===== src/rtl/rpt_pkg.sv =====
// shared types and constants for the retained packet table
package rpt_pkg;

    localparam int KEY_BITS = 32;
    localparam int EXT_HANDLE_BITS = 16;
    localparam int OUT_COUNT_BITS = 5;
    localparam int IN_TDATA_BITS = 48;
    localparam int IN_TUSER_BITS = 2;
    localparam int OUT_TDATA_BITS = 48;

    localparam logic [1:0] MODE_STORE = 2'd0;
    localparam logic [1:0] MODE_LOOKUP = 2'd1;
    localparam logic [1:0] MODE_PURGE_UPTO = 2'd2;
    localparam logic [1:0] MODE_PURGE_EXACT = 2'd3;

    typedef enum logic [1:0] {
        ST_IDLE,
        ST_WALK,
        ST_FINISH
    } state_t;

    typedef struct packed {
        logic start;
        logic walk;
        logic finish;
    } rpt_cmd_t;

    typedef struct packed {
        logic walk_done;
        logic out_free;
    } rpt_status_t;

endpackage


===== src/rtl/rpt_ram.sv =====
// generic simple dual port ram with registered read
module rpt_ram #(
    parameter int WIDTH = 48,
    parameter int DEPTH = 16,
    localparam int ADDR_BITS = (DEPTH > 1) ? $clog2(DEPTH) : 1
) (
    input  logic                   clk,
    input  logic                   we,
    input  logic [ADDR_BITS-1:0]   waddr,
    input  logic [WIDTH-1:0]       wdata,
    input  logic                   re,
    input  logic [ADDR_BITS-1:0]   raddr,
    output logic [WIDTH-1:0]       rdata
);
    logic [WIDTH-1:0] mem_reg [DEPTH];
    logic [WIDTH-1:0] rdata_reg;

    always_ff @(posedge clk)
    begin
        if (we)
        begin
            mem_reg[waddr] <= wdata;
        end
        if (re)
        begin
            rdata_reg <= mem_reg[raddr];
        end
    end

    assign rdata = rdata_reg;

endmodule


===== src/rtl/rpt_ctrl.sv =====
// controller state machine sequencing walk and finish of one word
module rpt_ctrl (
    input  logic                 clk,
    input  logic                 rst_n,
    input  logic                 in_valid,
    output logic                 in_ready,
    input  rpt_pkg::rpt_status_t status,
    output rpt_pkg::rpt_cmd_t    cmd
);
    rpt_pkg::state_t state_reg;
    rpt_pkg::state_t state_next;

    always_ff @(posedge clk or negedge rst_n)
    begin
        if (!rst_n)
        begin
            state_reg <= rpt_pkg::ST_IDLE;
        end
        else
        begin
            state_reg <= state_next;
        end
    end

    always_comb
    begin
        state_next = state_reg;
        in_ready = 1'b0;
        cmd = '0;
        case (state_reg)
            rpt_pkg::ST_IDLE:
            begin
                in_ready = 1'b1;
                if (in_valid)
                begin
                    cmd.start = 1'b1;
                    state_next = rpt_pkg::ST_WALK;
                end
            end
            rpt_pkg::ST_WALK:
            begin
                cmd.walk = 1'b1;
                if (status.walk_done)
                begin
                    state_next = rpt_pkg::ST_FINISH;
                end
            end
            rpt_pkg::ST_FINISH:
            begin
                if (status.out_free)
                begin
                    cmd.finish = 1'b1;
                    state_next = rpt_pkg::ST_IDLE;
                end
            end
            default:
            begin
                state_next = rpt_pkg::ST_IDLE;
            end
        endcase
    end

endmodule


===== src/rtl/rpt_dp.sv =====
// datapath: entry ram as a ring, walk pipeline, compaction and result register
module rpt_dp #(
    parameter int DEPTH = 16,
    parameter int HANDLE_BITS = 16
) (
    input  logic                                  clk,
    input  logic                                  rst_n,
    input  rpt_pkg::rpt_cmd_t                     cmd,
    output rpt_pkg::rpt_status_t                  status,
    input  logic [1:0]                            in_mode,
    input  logic [rpt_pkg::KEY_BITS-1:0]          in_key,
    input  logic [rpt_pkg::EXT_HANDLE_BITS-1:0]   in_handle,
    input  logic                                  out_ready,
    output logic                                  out_valid,
    output logic [rpt_pkg::OUT_TDATA_BITS-1:0]    out_data
);
    localparam int AW = (DEPTH > 1) ? $clog2(DEPTH) : 1;
    localparam int CW = $clog2(DEPTH + 1);
    localparam int HW = HANDLE_BITS;
    localparam int EW = rpt_pkg::KEY_BITS + HW;
    localparam int OCW = rpt_pkg::OUT_COUNT_BITS;
    localparam int XHW = rpt_pkg::EXT_HANDLE_BITS;

    function automatic logic [AW-1:0] addr_inc(input logic [AW-1:0] a);
        logic [AW-1:0] r;
        if (a == AW'(DEPTH - 1))
        begin
            r = '0;
        end
        else
        begin
            r = a + 1'b1;
        end
        return r;
    endfunction

    // control state
    logic [AW-1:0] head_reg, head_next;
    logic [CW-1:0] count_reg, count_next;
    logic          pend_reg, pend_next;
    logic          out_valid_reg, out_valid_next;

    // per word working registers
    logic [1:0]                   mode_reg, mode_next;
    logic [rpt_pkg::KEY_BITS-1:0] key_reg, key_next;
    logic [HW-1:0]                handle_reg, handle_next;
    logic [CW-1:0]                rd_idx_reg, rd_idx_next;
    logic [AW-1:0]                rd_addr_reg, rd_addr_next;
    logic [AW-1:0]                q_addr_reg, q_addr_next;
    logic [CW-1:0]                wr_idx_reg, wr_idx_next;
    logic [AW-1:0]                wr_addr_reg, wr_addr_next;
    logic                         hit_reg, hit_next;
    logic [AW-1:0]                hit_addr_reg, hit_addr_next;
    logic [HW-1:0]                found_reg, found_next;
    logic                         first_reg, first_next;
    logic [HW-1:0]                ev_reg, ev_next;
    logic [CW-1:0]                removed_reg, removed_next;
    logic [rpt_pkg::OUT_TDATA_BITS-1:0] out_data_reg, out_data_next;

    logic                         ram_we;
    logic [AW-1:0]                ram_waddr;
    logic [EW-1:0]                ram_wdata;
    logic                         ram_re;
    logic [EW-1:0]                ram_rdata;
    logic [rpt_pkg::KEY_BITS-1:0] r_key;
    logic [HW-1:0]                r_handle;
    logic                         is_store, is_lookup, is_purge, full, key_eq, key_le, drop;
    logic [CW-1:0]                occ_new;
    logic                         o_hit, o_evicted;
    logic [XHW-1:0]               o_found, o_ev_handle;
    logic [OCW-1:0]               o_removed;

    rpt_ram #(
        .WIDTH(EW),
        .DEPTH(DEPTH)
    ) u_ram (
        .clk  (clk),
        .we   (ram_we),
        .waddr(ram_waddr),
        .wdata(ram_wdata),
        .re   (ram_re),
        .raddr(rd_addr_reg),
        .rdata(ram_rdata)
    );

    assign r_key     = ram_rdata[HW +: rpt_pkg::KEY_BITS];
    assign r_handle  = ram_rdata[HW-1:0];
    assign is_store  = (mode_reg == rpt_pkg::MODE_STORE);
    assign is_lookup = (mode_reg == rpt_pkg::MODE_LOOKUP);
    assign is_purge  = (mode_reg == rpt_pkg::MODE_PURGE_UPTO)
                    || (mode_reg == rpt_pkg::MODE_PURGE_EXACT);
    assign full      = (count_reg == CW'(DEPTH));
    assign key_eq    = (r_key == key_reg);
    assign key_le    = (r_key <= key_reg);
    assign drop      = (mode_reg == rpt_pkg::MODE_PURGE_EXACT) ? key_eq : key_le;
    assign ram_re    = cmd.walk && (rd_idx_reg < count_reg);

    assign status.walk_done = (rd_idx_reg == count_reg) && !pend_reg;
    assign status.out_free  = !out_valid_reg || out_ready;

    // write port: compaction during the walk, store at finish
    always_comb
    begin
        ram_we = 1'b0;
        ram_waddr = wr_addr_reg;
        ram_wdata = ram_rdata;
        if (cmd.finish && is_store)
        begin
            ram_we = 1'b1;
            ram_waddr = hit_reg ? hit_addr_reg : rd_addr_reg;
            ram_wdata = {key_reg, handle_reg};
        end
        else if (cmd.walk && pend_reg && is_purge && !drop)
        begin
            ram_we = 1'b1;
        end
    end

    always_comb
    begin
        case (mode_reg)
            rpt_pkg::MODE_STORE:       occ_new = (hit_reg || full) ? count_reg : count_reg + 1'b1;
            rpt_pkg::MODE_LOOKUP:      occ_new = count_reg;
            rpt_pkg::MODE_PURGE_UPTO:  occ_new = wr_idx_reg;
            rpt_pkg::MODE_PURGE_EXACT: occ_new = wr_idx_reg;
            default:                   occ_new = count_reg;
        endcase
        o_hit       = (is_store || is_lookup) && hit_reg;
        o_found     = (is_lookup && hit_reg) ? XHW'(found_reg) : '0;
        o_evicted   = is_store && !hit_reg && full;
        o_ev_handle = o_evicted ? XHW'(ev_reg) : '0;
        o_removed   = is_purge ? OCW'(removed_reg) : '0;
    end

    always_comb
    begin
        head_next      = head_reg;
        count_next     = count_reg;
        pend_next      = 1'b0;
        mode_next      = mode_reg;
        key_next       = key_reg;
        handle_next    = handle_reg;
        rd_idx_next    = rd_idx_reg;
        rd_addr_next   = rd_addr_reg;
        q_addr_next    = q_addr_reg;
        wr_idx_next    = wr_idx_reg;
        wr_addr_next   = wr_addr_reg;
        hit_next       = hit_reg;
        hit_addr_next  = hit_addr_reg;
        found_next     = found_reg;
        first_next     = first_reg;
        ev_next        = ev_reg;
        removed_next   = removed_reg;
        out_data_next  = out_data_reg;
        out_valid_next = out_valid_reg && !out_ready;

        if (cmd.start)
        begin
            mode_next    = in_mode;
            key_next     = in_key;
            handle_next  = HW'(in_handle);
            rd_idx_next  = '0;
            rd_addr_next = head_reg;
            wr_idx_next  = '0;
            wr_addr_next = head_reg;
            hit_next     = 1'b0;
            first_next   = 1'b1;
            removed_next = '0;
        end

        if (cmd.walk)
        begin
            if (ram_re)
            begin
                rd_idx_next  = rd_idx_reg + 1'b1;
                rd_addr_next = addr_inc(rd_addr_reg);
                q_addr_next  = rd_addr_reg;
                pend_next    = 1'b1;
            end
            if (pend_reg)
            begin
                first_next = 1'b0;
                if (first_reg)
                begin
                    ev_next = r_handle;
                end
                if ((is_store || is_lookup) && key_eq && !hit_reg)
                begin
                    hit_next      = 1'b1;
                    hit_addr_next = q_addr_reg;
                    found_next    = r_handle;
                end
                if (is_purge)
                begin
                    if (drop)
                    begin
                        removed_next = removed_reg + 1'b1;
                    end
                    else
                    begin
                        wr_idx_next  = wr_idx_reg + 1'b1;
                        wr_addr_next = addr_inc(wr_addr_reg);
                    end
                end
            end
        end

        if (cmd.finish)
        begin
            if (is_store && !hit_reg && full)
            begin
                head_next = addr_inc(head_reg);
            end
            count_next     = occ_new;
            out_valid_next = 1'b1;
            out_data_next  = {4'b0, OCW'(occ_new), o_removed, o_ev_handle, o_evicted,
                              o_found, o_hit};
        end
    end

    always_ff @(posedge clk or negedge rst_n)
    begin
        if (!rst_n)
        begin
            head_reg      <= '0;
            count_reg     <= '0;
            pend_reg      <= 1'b0;
            out_valid_reg <= 1'b0;
        end
        else
        begin
            head_reg      <= head_next;
            count_reg     <= count_next;
            pend_reg      <= pend_next;
            out_valid_reg <= out_valid_next;
        end
    end

    always_ff @(posedge clk)
    begin
        mode_reg     <= mode_next;
        key_reg      <= key_next;
        handle_reg   <= handle_next;
        rd_idx_reg   <= rd_idx_next;
        rd_addr_reg  <= rd_addr_next;
        q_addr_reg   <= q_addr_next;
        wr_idx_reg   <= wr_idx_next;
        wr_addr_reg  <= wr_addr_next;
        hit_reg      <= hit_next;
        hit_addr_reg <= hit_addr_next;
        found_reg    <= found_next;
        first_reg    <= first_next;
        ev_reg       <= ev_next;
        removed_reg  <= removed_next;
        out_data_reg <= out_data_next;
    end

    assign out_valid = out_valid_reg;
    assign out_data  = out_data_reg;

    a_count_bound: assert property (@(posedge clk) disable iff (!rst_n)
        count_reg <= CW'(DEPTH))
        else $error("occupancy above depth");

    a_purge_balance: assert property (@(posedge clk) disable iff (!rst_n)
        cmd.finish && is_purge |->
            (CW+1)'(removed_reg) + (CW+1)'(wr_idx_reg) == (CW+1)'(count_reg))
        else $error("purge lost or duplicated entries");

    a_compact_behind: assert property (@(posedge clk) disable iff (!rst_n)
        cmd.walk |-> wr_idx_reg <= rd_idx_reg)
        else $error("compaction write ran ahead of reads");

    a_finish_loads: assert property (@(posedge clk) disable iff (!rst_n)
        cmd.finish |=> out_valid_reg)
        else $error("finished word not presented");

endmodule


===== src/rtl/retained_packet_table.sv =====
// top level of the retained packet table
//
// channel   dir  tdata (lsb first)                                     tuser
// s_axis    in   entry_key[31:0], payload_handle[47:32]                mode[1:0]
// m_axis    out  hit[0], found_handle[16:1], evicted[17],              -
//                evicted_handle[33:18], removed_count[38:34],
//                occupancy[43:39], zero pad[47:44]
//
// a word steps through accept, then a walk that reads each held entry from the ram
// and compares it once its registered read returns, then finish.
// rst_n clears the occupancy and ring head; the entry ram needs no clearing.
// s_axis_tready is high between words, also while a result waits on m_axis;
// a stalled m_axis holds the next result in the finish state.
module retained_packet_table #(
    parameter int DEPTH = 16,
    parameter int HANDLE_BITS = 16
) (
    input  logic                                 clk,
    input  logic                                 rst_n,
    input  logic                                 s_axis_tvalid,
    output logic                                 s_axis_tready,
    input  logic [rpt_pkg::IN_TDATA_BITS-1:0]    s_axis_tdata,  // entry_key, payload_handle
    input  logic [rpt_pkg::IN_TUSER_BITS-1:0]    s_axis_tuser,  // mode
    output logic                                 m_axis_tvalid,
    input  logic                                 m_axis_tready,
    output logic [rpt_pkg::OUT_TDATA_BITS-1:0]   m_axis_tdata   // hit, found_handle, evicted,
                                                                // evicted_handle, removed_count,
                                                                // occupancy
);
    rpt_pkg::rpt_cmd_t    cmd;
    rpt_pkg::rpt_status_t status;

    rpt_ctrl u_ctrl (
        .clk     (clk),
        .rst_n   (rst_n),
        .in_valid(s_axis_tvalid),
        .in_ready(s_axis_tready),
        .status  (status),
        .cmd     (cmd)
    );

    rpt_dp #(
        .DEPTH      (DEPTH),
        .HANDLE_BITS(HANDLE_BITS)
    ) u_dp (
        .clk      (clk),
        .rst_n    (rst_n),
        .cmd      (cmd),
        .status   (status),
        .in_mode  (s_axis_tuser),
        .in_key   (s_axis_tdata[rpt_pkg::KEY_BITS-1:0]),
        .in_handle(s_axis_tdata[rpt_pkg::KEY_BITS +: rpt_pkg::EXT_HANDLE_BITS]),
        .out_ready(m_axis_tready),
        .out_valid(m_axis_tvalid),
        .out_data (m_axis_tdata)
    );

endmodule

===== config.mk =====
export PLATFORM = sky130hd
export DESIGN_NAME = retained_packet_table
export DESIGN_NICKNAME = d
export VERILOG_FILES = /design/src/rtl/rpt_pkg.sv /design/src/rtl/rpt_ram.sv /design/src/rtl/rpt_ctrl.sv /design/src/rtl/rpt_dp.sv /design/src/rtl/retained_packet_table.sv
export SDC_FILE = /design/constraint.sdc
export NUM_CORES = 1
export LEC_CHECK = 0
export BUFFER_PORTS_ARGS = -buffer_cell sky130_fd_sc_hd__buf_2
export CAP_MARGIN = 40
export CORE_ASPECT_RATIO = 1.2
export CORE_MARGIN = 2
export CORE_UTILIZATION = 60
export DETAILED_ROUTE_END_ITERATION = 8
export GPL_TIMING_DRIVEN = 0
export PLACE_DENSITY = 0.79
export SETUP_SLACK_MARGIN = 0.4
export SLEW_MARGIN = 10
export SYNTH_ARGS = -nofsm -noshare
export SYNTH_HDL_FRONTEND = slang
export SYNTH_HIERARCHICAL = 1
export SYNTH_SLANG_ARGS = --single-unit

===== constraint.sdc =====
create_clock -name clk -period 9.2 [get_ports clk]
set_input_delay 1.38 -clock clk [delete_from_list [all_inputs] [get_ports clk]]
set_output_delay 1.38 -clock clk [all_outputs]
set_load 0.1 [all_outputs]

==> flow_summary.json <==
{
  "status": "complete, no violations",
  "worst_path_max_delay_cell": "nor2_4",
  "cp-start-kind": "input port",
  "critPathArrivalTime_ns": 6.08,
  "hold_depth": 0,
  "clock_skew_ns": 0.0216,
  "row_count": 101,
  "grt_start_max_net_pins": 38,
  "drv_slew": 0,
  "yosysSeqAreaShare": 0.769,
  "synthTopCellsByCount": "950 x edfxtp_1, 192 x mux4_2, 96 x a22oi_1, 85 x nand2_1, 51 x mux2_2",
  "grt_first_pass_wirelength_um": 134000,
  "grt_overflow": 0,
  "post_cts_buffers": 0,
  "die-area_um2": 65600,
  "path_max_fanout": 18,
  "worstReg2RegEnd": "u_dp/u_ram/mem_reg[11][43]$_DFFE_PP_",
  "cts_buffers": 92,
  "rsz0062_at_grt": "false",
  "cpMostUsedCell": "buf_2",
  "hold_path_class": "reg -> reg",
  "yosysMostFrequentCell": "edfxtp_1",
  "ioPinCount": 104,
  "irDropWorstVdd_mv": 0.177,
  "path_cells": "buf_2 > nand2b_1 > nand2_1 > nor2_4 > nor3b_1 > buf_2 > buf_2 > clkbuf_1 > nor2_1 > a21oi_1 > nand2_1 > nor2_4 > buf_16 > buf_12",
  "synth-async-reset-ratio": 0.0132,
  "cts_tree": "done",
  "whs_endpoint": "u_dp/hit_addr_reg[2]$_DFFE_PP_",
  "slew_headroom": 0.358,
  "via_count": 20000,
  "endpoint_kind": "register",
  "syn-cell-area_um2": 38200,
  "yosysUniqueCellTypes": 70,
  "fillers": 3586,
  "diodes": 0,
  "nets": 2204,
  "final_layout_size_suffix_gt1_frac": 0.282,
  "numPortBuffers": 99,
  "area_growth_pct": 14.7,
  "grt_pass1_vias": 21000,
  "cts_hold_buf": 0,
  "clk_path_buf_depth": 3,
  "ant_nets": 0,
  "required_ns": 9.54,
  "pwr_density_cell_nw_per_um2": 306,
  "r2r-start": "u_dp/out_valid$_DFF_PN0_",
  "fin_ws_ns": 3.45,
  "synth-seq-cells": 988,
  "initial_core_util": 0.605,
  "maxCapViolCount": 0,
  "track_usage": 0.286,
  "fp.dieW_um": 234,
  "drc_errors": 0,
  "yosysWarnings": 6,
  "yosys-top-cells-area": "edfxtp_1 75%, mux4_2 11%, a22oi_1 1.9%",
  "slowest_delay_ns": 0.85,
  "hold_viol_final": 0,
  "period_share": 0.625,
  "fmax_ghz": 0.174,
  "avgSynthCellArea_um2": 20.7,
  "largest_reg_flops": 768,
  "finalSetupViolCount": 0,
  "critPathKind": "in -> reg",
  "leakagePower_nw": 14.6,
  "htree_levels": 3,
  "antenna_found_initial": 1,
  "worst_pin_slew_ns": 0.962,
  "cts-resized-gates": 0,
  "wl_per_cell_um": 30.5,
  "dp_hpwl_um": 55000,
  "rrSetupSlack_ns": 3.90,
  "vias_per_cell": 6.68,
  "clock_sinks": 988,
  "synth_top_area_share": 0.748,
  "syn-instance-count": 1845,
  "clkTransAtPathRegs_ns": 0.06,
  "final_util": 0.694,
  "period_needed_ns": 5.75,
  "fp.dieH_um": 280,
  "place_congestion": 0.798,
  "crit_family": "simple AND/OR/NAND/NOR gates",
  "synth_top_area_cell": "edfxtp_1",
  "routed_wl_um": 91500,
  "dpl_worst_slack_ns": 2.57,
  "r2r.worst_path.cells": 13,
  "clock_latency_ns": 0.65,
  "synth_ff_type": "edfxtp_1",
  "root_buffer": "clkbuf_16",
  "critPathBufInv": 6,
  "fp.coreArea_um2": 63100,
  "synth_edf_count": 950,
  "drt_iter0_drc": 2844,
  "worstHoldStart": "u_dp/q_addr_reg[2]$_DFFE_PP_",
  "firstDrtPassIters": 5
}
where the power goes:
part	internal [mW]	switching, mW
registers	5.95	0.228
logic	1.39	2.15
clock network	2.08	1.61
total	9.42	3.98
worst max path at each step:
stage / startpoint / to / slack, ns / cells after the start
after global routing: m_axis_tready / u_dp/u_ram/mem_reg[11][43]$_DFFE_PP_ / 3.29 / 14
after CTS: m_axis_tready / u_dp/u_ram/mem_reg[8][45]$_DFFE_PP_ / 3.09 / 15
after detailed placement: m_axis_tready / u_dp/u_ram/mem_reg[11][42]$_DFFE_PP_ / 2.57 / 13
after floorplan: m_axis_tready / u_dp/u_ram/mem_reg[12][0]$_DFFE_PP_ / 0.43 / 10
final: m_axis_tready / u_dp/u_ram/mem_reg[11][43]$_DFFE_PP_ / 3.45 / 14
after global placement: m_axis_tready / u_dp/u_ram/mem_reg[8][43]$_DFFE_PP_ / -5.50 / 10
metal layers:
layer  part of all wire  vias to the layer above  track usage
met2               0.52                     1296        0.492
met5                  0                        -            0
met1               0.34                    10300        0.351
li1                   -                     8089            -
met3              0.094                      298       0.0519
met4              0.047                        0        0.137
metrics by stage:
step / setup TNS [ns] / instances / power, mW / area (µm²) / hold slack, ns
floorplan: 0 / 1848 / 8.50 / 38200 / 0.400
global placement: -2205.30 / 2771 / 9.40 / 39700 / 0.402
detailed placement: 0 / 2833 / 9.67 / 40800 / 0.406
CTS: 0 / 2995 / 13.4 / 43700 / 0.429
global route: 0 / 2997 / 13.9 / 43800 / 0.442
finish: 0 / 2997 / 13.4 / 43800 / 0.429
cell usage in the layout, fill, tap and decap left out, types with 5 or more instances in the layout:
master and n:
edfxtp_1 950, mux4_2 192, buf_2 111, a22oi_1 96, clkbuf_16 95, nand2_1 85, clkbuf_1 52, mux2_2 51
ha_1 45, inv_1 41, buf_4 40, o21ai_0 32, dfxtp_1 25, and2_1 23, a21oi_1 20, and3_1 20
buf_12 19, clkinv_2 18, nor2_1 17, buf_1 16, mux2i_1 15, clkinv_1 13, nor2_4 13, dfrtp_1 13
buf_6 13, nand3_1 12, buf_16 12, nand4_1 9, nor2b_1 9, bufinv_16 6, a21o_1 5, nor3_1 5
xnor2_1 5, nand2b_1 5
final cells by class:
class	count	area (µm²)	share of cell area
timing repair buffer	163	1530	0.0349
tap	824	1030	0.0236
inverter	42	158	0.00360
multi-input combinational	731	8340	0.191
clock inverter	44	399	0.00912
buffer	87	453	0.0104
sequential	988	29400	0.671
clock buffer	118	2490	0.0570
logic make-up after synthesis:
logic type      Yosys count  synth area share
flops                   988             0.769
mux                     259             0.133
xor+xnor                  8           0.00184
fa+ha+maj                45            0.0148
buf+inv                 129            0.0159
other cells               1         0.0000983
simple gates            229            0.0317
compound gates          186            0.0337
Note: power is estimated with default switching activity, not from simulation.
